<file path="src/sv/sws_pkg.sv">
// ============================================================================
// sws_pkg
// Shared types and codes for the LIFO stack with linear search.
// ============================================================================
package sws_pkg;

    localparam int SWS_DEPTH = 16;   // default stack depth
    localparam int SWS_DW    = 32;   // stored word width
    localparam int SWS_PW    = 7;    // position field width

    // operation codes
    localparam logic [1:0] MODE_PUSH   = 2'd0;
    localparam logic [1:0] MODE_POP    = 2'd1;
    localparam logic [1:0] MODE_SEARCH = 2'd2;

    // result status codes
    localparam logic [2:0] ST_PUSHED    = 3'd0;
    localparam logic [2:0] ST_POPPED    = 3'd1;
    localparam logic [2:0] ST_EMPTY     = 3'd2;
    localparam logic [2:0] ST_FOUND     = 3'd3;
    localparam logic [2:0] ST_NOT_FOUND = 3'd4;
    localparam logic [2:0] ST_FULL      = 3'd5;

    typedef struct packed {
        logic [1:0]               mode;
        logic signed [SWS_DW-1:0] value;
    } t_in;

    typedef struct packed {
        logic [2:0]               status;
        logic signed [SWS_DW-1:0] data;
        logic [SWS_PW-1:0]        position;
        logic                     last;
    } t_out;

endpackage

</file>
<file path="src/sv/sws_ram.sv">
// ============================================================================
// sws_ram
// Simple dual-port synchronous RAM, one write and one registered read port.
// ============================================================================
module sws_ram
    import sws_pkg::*;
#(
    parameter int DEPTH = SWS_DEPTH,
    parameter int AW    = 4
) (
    input  logic                     i_clk,
    input  logic                     i_we,
    input  logic [AW-1:0]            i_waddr,
    input  logic signed [SWS_DW-1:0] i_wdata,
    input  logic [AW-1:0]            i_raddr,
    output logic signed [SWS_DW-1:0] o_rdata
);

    logic signed [SWS_DW-1:0] r_mem [DEPTH];
    logic signed [SWS_DW-1:0] r_rdata;

    always_ff @(posedge i_clk) begin
        if (i_we) begin
            r_mem[i_waddr] <= i_wdata;
        end
        r_rdata <= r_mem[i_raddr];
    end

    assign o_rdata = r_rdata;

endmodule

</file>
<file path="src/sv/stack_with_search.sv">
// ============================================================================
// stack_with_search
// Bounded LIFO stack of signed words with a bottom-to-top linear search.
// ============================================================================
//
//   channel   ports                      handshake
//   -------   ------------------------   ------------------------------------
//   command   i_in (mode, value)         taken when i_start && !o_busy
//   result    o_out (status, data,       one word per o_valid cycle, no stall
//             position, last)
//
// Push, and any command that fails at once, is decided in S_IDLE; o_busy stays low.
// Pop goes through S_POP: one RAM read, then the result.
// Search holds o_busy through S_SEARCH, one RAM read per stored entry through
// the single read port, then through S_FLUSH to emit the final word.
// Results appear on the cycle after the decision that produces them.
// Reset clears the state, fill count, match flag and valid; stale RAM contents are never read.
//
module stack_with_search
    import sws_pkg::*;
#(
    parameter int DEPTH = SWS_DEPTH
) (
    input  logic i_clk,
    input  logic i_rst_n,
    input  logic i_start,
    input  t_in  i_in,
    output logic o_busy,
    output logic o_valid,
    output t_out o_out
);

    localparam int AW = (DEPTH > 1) ? $clog2(DEPTH) : 1;
    localparam int FW = $clog2(DEPTH + 1);

    typedef enum logic [1:0] {S_IDLE, S_POP, S_SEARCH, S_FLUSH} t_state;

    t_state                   r_state, n_state;
    logic [FW-1:0]            r_fill, n_fill;
    logic [FW-1:0]            r_cidx, n_cidx;
    logic signed [SWS_DW-1:0] r_key, n_key;
    logic                     r_have, n_have;
    logic signed [SWS_DW-1:0] r_hdata, n_hdata;
    logic [SWS_PW-1:0]        r_hpos, n_hpos;
    logic                     r_valid, n_valid;
    t_out                     r_out, n_out;

    logic                     w_we;
    logic [AW-1:0]            w_waddr;
    logic [AW-1:0]            w_raddr;
    logic signed [SWS_DW-1:0] w_rdata;
    logic                     w_full;
    logic                     w_empty;
    logic [FW-1:0]            w_top;

    sws_ram #(
        .DEPTH (DEPTH),
        .AW    (AW)
    ) u_ram (
        .i_clk   (i_clk),
        .i_we    (w_we),
        .i_waddr (w_waddr),
        .i_wdata (i_in.value),
        .i_raddr (w_raddr),
        .o_rdata (w_rdata)
    );

    assign w_full  = (r_fill == FW'(DEPTH));
    assign w_empty = (r_fill == '0);
    assign w_top   = FW'(r_fill - 1'b1);

    always_comb begin
        n_state = r_state;
        n_fill  = r_fill;
        n_cidx  = r_cidx;
        n_key   = r_key;
        n_have  = r_have;
        n_hdata = r_hdata;
        n_hpos  = r_hpos;
        n_valid = 1'b0;
        n_out   = r_out;
        w_we    = 1'b0;
        w_waddr = r_fill[AW-1:0];
        w_raddr = '0;

        case (r_state)
            S_IDLE: begin
                if (i_start) begin
                    case (i_in.mode)
                        MODE_PUSH: begin
                            n_valid = 1'b1;
                            n_out   = '0;
                            n_out.last = 1'b1;
                            if (w_full) begin
                                n_out.status = ST_FULL;
                            end else begin
                                w_we   = 1'b1;
                                n_fill = FW'(r_fill + 1'b1);
                                n_out.status = ST_PUSHED;
                            end
                        end
                        MODE_POP: begin
                            if (w_empty) begin
                                n_valid = 1'b1;
                                n_out   = '0;
                                n_out.status = ST_EMPTY;
                                n_out.last   = 1'b1;
                            end else begin
                                n_fill  = w_top;
                                w_raddr = w_top[AW-1:0];
                                n_state = S_POP;
                            end
                        end
                        MODE_SEARCH: begin
                            if (w_empty) begin
                                n_valid = 1'b1;
                                n_out   = '0;
                                n_out.status = ST_EMPTY;
                                n_out.last   = 1'b1;
                            end else begin
                                n_key   = i_in.value;
                                n_cidx  = '0;
                                n_have  = 1'b0;
                                n_state = S_SEARCH;
                            end
                        end
                        default: ;
                    endcase
                end
            end
            S_POP: begin
                n_valid = 1'b1;
                n_out   = '0;
                n_out.status = ST_POPPED;
                n_out.data   = w_rdata;
                n_out.last   = 1'b1;
                n_state = S_IDLE;
            end
            S_SEARCH: begin
                // w_rdata holds entry r_cidx; fetch the next one meanwhile
                if (r_cidx != w_top) begin
                    n_cidx  = FW'(r_cidx + 1'b1);
                    w_raddr = n_cidx[AW-1:0];
                end else begin
                    n_state = S_FLUSH;
                end
                if (w_rdata == r_key) begin
                    // release the previous match, hold this one until the end
                    if (r_have) begin
                        n_valid = 1'b1;
                        n_out.status   = ST_FOUND;
                        n_out.data     = r_hdata;
                        n_out.position = r_hpos;
                        n_out.last     = 1'b0;
                    end
                    n_have  = 1'b1;
                    n_hdata = w_rdata;
                    n_hpos  = SWS_PW'(SWS_PW'(r_cidx) + 1'b1);
                end
            end
            S_FLUSH: begin
                n_valid = 1'b1;
                n_out   = '0;
                n_out.last = 1'b1;
                if (r_have) begin
                    n_out.status   = ST_FOUND;
                    n_out.data     = r_hdata;
                    n_out.position = r_hpos;
                end else begin
                    n_out.status = ST_NOT_FOUND;
                end
                n_state = S_IDLE;
            end
            default: begin
                n_state = S_IDLE;
            end
        endcase
    end

    always_ff @(posedge i_clk) begin
        if (!i_rst_n) begin
            r_state <= S_IDLE;
            r_fill  <= '0;
            r_have  <= 1'b0;
            r_valid <= 1'b0;
        end else begin
            r_state <= n_state;
            r_fill  <= n_fill;
            r_have  <= n_have;
            r_valid <= n_valid;
        end
        r_cidx  <= n_cidx;
        r_key   <= n_key;
        r_hdata <= n_hdata;
        r_hpos  <= n_hpos;
        r_out   <= n_out;
    end

    assign o_busy  = (r_state != S_IDLE);
    assign o_valid = r_valid;
    assign o_out   = r_out;

    // ------------------------------------------------------------------------
    a_fill_range: assert property (@(posedge i_clk) disable iff (!i_rst_n)
        r_fill <= FW'(DEPTH))
        else $error("fill count beyond depth");

    a_found_pos: assert property (@(posedge i_clk) disable iff (!i_rst_n)
        o_valid && (o_out.status == ST_FOUND) |->
            (o_out.position != '0) && (o_out.position <= SWS_PW'(r_fill)))
        else $error("found position outside stored entries");

    a_push_reply: assert property (@(posedge i_clk) disable iff (!i_rst_n)
        i_start && !o_busy && (i_in.mode == MODE_PUSH) |=>
            o_valid && o_out.last &&
            ((o_out.status == ST_PUSHED) || (o_out.status == ST_FULL)))
        else $error("push without single reply");

    a_scan_not_last: assert property (@(posedge i_clk) disable iff (!i_rst_n)
        (r_state == S_SEARCH) && $past(r_state == S_SEARCH) && o_valid |->
            !o_out.last)
        else $error("last word emitted mid-scan");

endmodule

</file>
<file path="config.mk">
export PLATFORM = sky130hd
export DESIGN_NAME = stack_with_search
export DESIGN_NICKNAME = d
export VERILOG_FILES = /design/src/sv/sws_pkg.sv /design/src/sv/sws_ram.sv /design/src/sv/stack_with_search.sv
export SDC_FILE = /design/constraint.sdc
export NUM_CORES = 1
export LEC_CHECK = 0
export ABC_CLOCK_PERIOD_IN_PS = 4700
export BUFFER_PORTS_ARGS = -buffer_cell sky130_fd_sc_hd__buf_2
export CAP_MARGIN = 25
export CORE_MARGIN = 2
export CORE_UTILIZATION = 35
export DETAILED_ROUTE_END_ITERATION = 10
export RECOVER_POWER = 50
export SLEW_MARGIN = 20
export SYNTH_ARGS = -nofsm -noshare
export SYNTH_HDL_FRONTEND = slang
export SYNTH_SLANG_ARGS = --single-unit
</file>
<file path="constraint.sdc">
create_clock -name i_clk -period 4.7 [get_ports i_clk]
set_input_delay 0.235 -clock i_clk [delete_from_list [all_inputs] [get_ports i_clk]]
set_output_delay 0.235 -clock i_clk [all_outputs]
set_load 0.03 [all_outputs]
</file>
==> flow_metrics.tcl <==
set metrics [dict create \
    drt.antenna.violating_nets 0 \
    antenna_found_initial 3 \
    clockBufferDepth 3 \
    r2r_slack_ps 990 \
    grt_max_degree 110 \
    vias 20058 \
    critPathCaptureType "flop" \
    setup_viol 0 \
    crit_buf_inv 3 \
    irDropWorstVdd_mv 0.230 \
    cp-start-kind "flop" \
    post_drt_wl_per_cell_um 25.2 \
    die-area_mm2 0.0835 \
    final.setup.tns_ps 0 \
    numPortBuffers 80 \
    coreArea_mm2 0.0804 \
    arrival_ps 4240 \
    die_x_um 289 \
    final_net_count 2208 \
    routed_wl_um 82400 \
    die_h_um 289 \
    rsz0062_at_grt "false" \
    gp_congestion 0.805 \
    ys.warnings.count 0 \
    synthesis.area_mm2 0.0284 \
    worst-setup-path-type "flop to flop" \
    clk_pin_slew_ps 70 \
    layout.cells.non_filler 3276 \
    drive_gt1_share_pct 9.16 \
    p_per_area_mw_per_mm2 419 \
    htreeDepth 3 \
    cts_root_buffer "clkbuf_16" \
    synthTopCellsByArea "edfxtp_1 (66%), nand3_1 (7.4%), a22oi_1 (5.9%)" \
    netlist_instances 2134 \
    crit_required_ps 5220 \
    drv_cap 1 \
    fillers 7412 \
    critical_path.cell_chain "inv_1 > ha_1 > nor4b_1 > nor3_1 > buf_4 > nor2_4 > buf_4 > nand3_1 > nand4_1 > nand4_1 > a22oi_1" \
    worstMarginPinSlew_ps 2000 \
    synth_area_leader_cell "edfxtp_1" \
    violations "capacitance limit, slew limit" \
    hold_viol 0 \
    cts_tree "yes" \
    finalCriticalPeriod_ps 3710 \
    cts_buffers 68 \
    slew_headroom_pct -33.2 \
    hp-class "input port to flop" \
    slowest_stage "nor2_4" \
    hold_ws_ps 128 \
    synth-async-reset-ratio_pct 0 \
    ios 82 \
    ys_ff_latch 670 \
    path_delay_family "simple AND/OR/NAND/NOR gates" \
    critPathMaxFanout 24 \
    antenna_cells 0 \
    period_share_pct 79.0 \
    placed_cells 3137 \
    final_util_pct 40.2 \
    max_freq_mhz 269 \
    post_cts_buffers 0 \
    synth-edff-count 629 \
    clock_latency_ps 630 \
    area_delta_synth_final_pct 13.8 \
    grt_pass1_wl_um 123000 \
    outcome "finished, violations left" \
    grt_pass1_vias 19359 \
    synth_cell_type_count 51 \
    synth.avg_cell_area_um2 13.3 \
    yosysSeqAreaShare_pct 69.3 \
    p_leak_nw 9.70 \
    ctsHoldBuffers 14 \
    first_pass_iters 7 \
    slew_viol_final 33 \
    cts.repair.resized 0 \
    via_per_inst 6.12 \
    fin_skew_ps 25.0 \
    grt-ovfl-total 0 \
    grt_usage_pct 19.4 \
    drc_errors 0 \
    start_util_pct 35.4 \
    syn_nets 2180 \
    drt_iter0_drc 2538 \
    slowest_delay_ps 760 \
    rows 104 \
    synth.top_cell.area_share_pct 66.4 \
    synthFlopType "edfxtp_1" \
    cts.sinks 670 \
    hpwlAfterDp_um 45000 \
]
-- placed cells by master (no fill, tap or decap), types with 3 or more instances in the layout --
cell and instances:
edfxtp_1 629, nand3_1 422, nand4_1 258, a22oi_1 222, clkbuf_1 97, nand2_1 88
clkbuf_16 68, buf_4 42, dfxtp_1 41, xor2_1 39, a31oi_1 36, a22o_1 32
a32o_1 31, buf_12 16, nor2_4 15, dlygate4sd3_1 14, clkinv_2 12, inv_1 10
and3_1 10, xnor2_1 10, ha_1 9, nor4_1 8, and2_1 7, clkbuf_8 7
nor3_2 6, a21oi_1 6, o21ai_0 6, nand2b_1 5, clkinv_1 5, buf_2 5
nor2_1 4, and2_0 3, nor3_1 3, clkinv_8 3, bufinv_16 3
-- through the flow --
step / area, µm² / total power [mW] / setup WS (ps)
after global routing: 32400 / 13.9 / 784
after detailed placement: 30100 / 8.35 / 1070
final: 32400 / 13.5 / 986
after global placement: 30100 / 8.32 / 1190
after floorplan: 28400 / 7.74 / 626
after CTS: 32400 / 13.6 / 1010
-- worst paths after layout --
kind,startpoint,cells past startpoint,endpoint
worst min register to register,u_ram.o_rdata[7],0,r_hdata[7]
worst max-delay path,r_fill[0],11,u_ram.o_rdata[26]
worst max register to register,r_fill[0],11,u_ram.o_rdata[26]
worst min-delay path,i_start,5,r_state[0]
-- per-layer routing --
layer | wire length (µm) | up-vias | track usage (%)
met1 | 33900 | 10195 | 26.5
met2 | 38600 | 1008 | 30.9
li1 | - | 8686 | -
met3 | 7290 | 165 | 3.47
met5 | 21 | - | 0
met4 | 2570 | 4 | 7.31
-- synthesized netlist by cell type (11+ instances only) --
| cell | instances |
|---|---|
| a32o_1 | 31 |
| buf_2 | 60 |
| nor2_1 | 19 |
| clkbuf_1 | 127 |
| nand3_1 | 423 |
| a31oi_1 | 36 |
| edfxtp_1 | 629 |
| a22o_1 | 32 |
| nand2_1 | 91 |
| nand4_1 | 258 |
| and2_1 | 11 |
| dfxtp_1 | 41 |
| a22oi_1 | 223 |
| and3_1 | 11 |
| xor2_1 | 39 |
-- sequential cells by signal (all words and copies together) (netlist names) --
name / flops
u_ram.r_mem: 512
o_out: 42
r_hdata: 32
r_key: 32
u_ram.o_rdata: 32
r_hpos: 6
r_cidx: 5
r_fill: 5
r_state: 2
o_valid: 1
r_have: 1
-- power by group --
group | switching [mW] | internal, mW
clock network | 2.31 | 2.99
registers | 0.151 | 6.68
logic | 1.03 | 0.389
total | 3.49 | 10.1
-- worst reg2reg max path, cell delays in order, from the launching register on --
cell     delay (ps)
dfxtp_1         400
inv_1           160
ha_1            310
nor4b_1         570
nor3_1          120
buf_4           200
nor2_4          760
buf_4           420
nand3_1         140
nand4_1         150
nand4_1         150
a22oi_1         240
-- cell type report --
| cell class | instances | area, µm² | area share, % |
|---|---|---|---|
| timing repair buffer | 153 | 1090 | 3.36 |
| sequential | 670 | 19700 | 60.9 |
| inverter | 10 | 37.5 | 0.116 |
| multi-input combinational | 1259 | 8050 | 24.9 |
| clock inverter | 28 | 283 | 0.874 |
| clock buffer | 96 | 1880 | 5.80 |
| tap | 1060 | 1330 | 4.10 |
-- cells by family (layout without fill, tap and decap cells) --
logic type / Yosys count / in the layout / synth area share (%)
other: 1 / 1 / 0.0132
buffers and inverters: 205 / 287 / 3.07
DFF: 670 / 670 / 69.3
AOI/OAI and AO/OA: 349 / 349 / 9.59
muxes: 1 / 1 / 0.0396
xor gates and xnor gates: 51 / 51 / 1.65
adders and majority gates: 9 / 9 / 0.396
and+or+nand+nor: 848 / 848 / 15.9
Note: power is estimated with default switching activity, not from simulation.
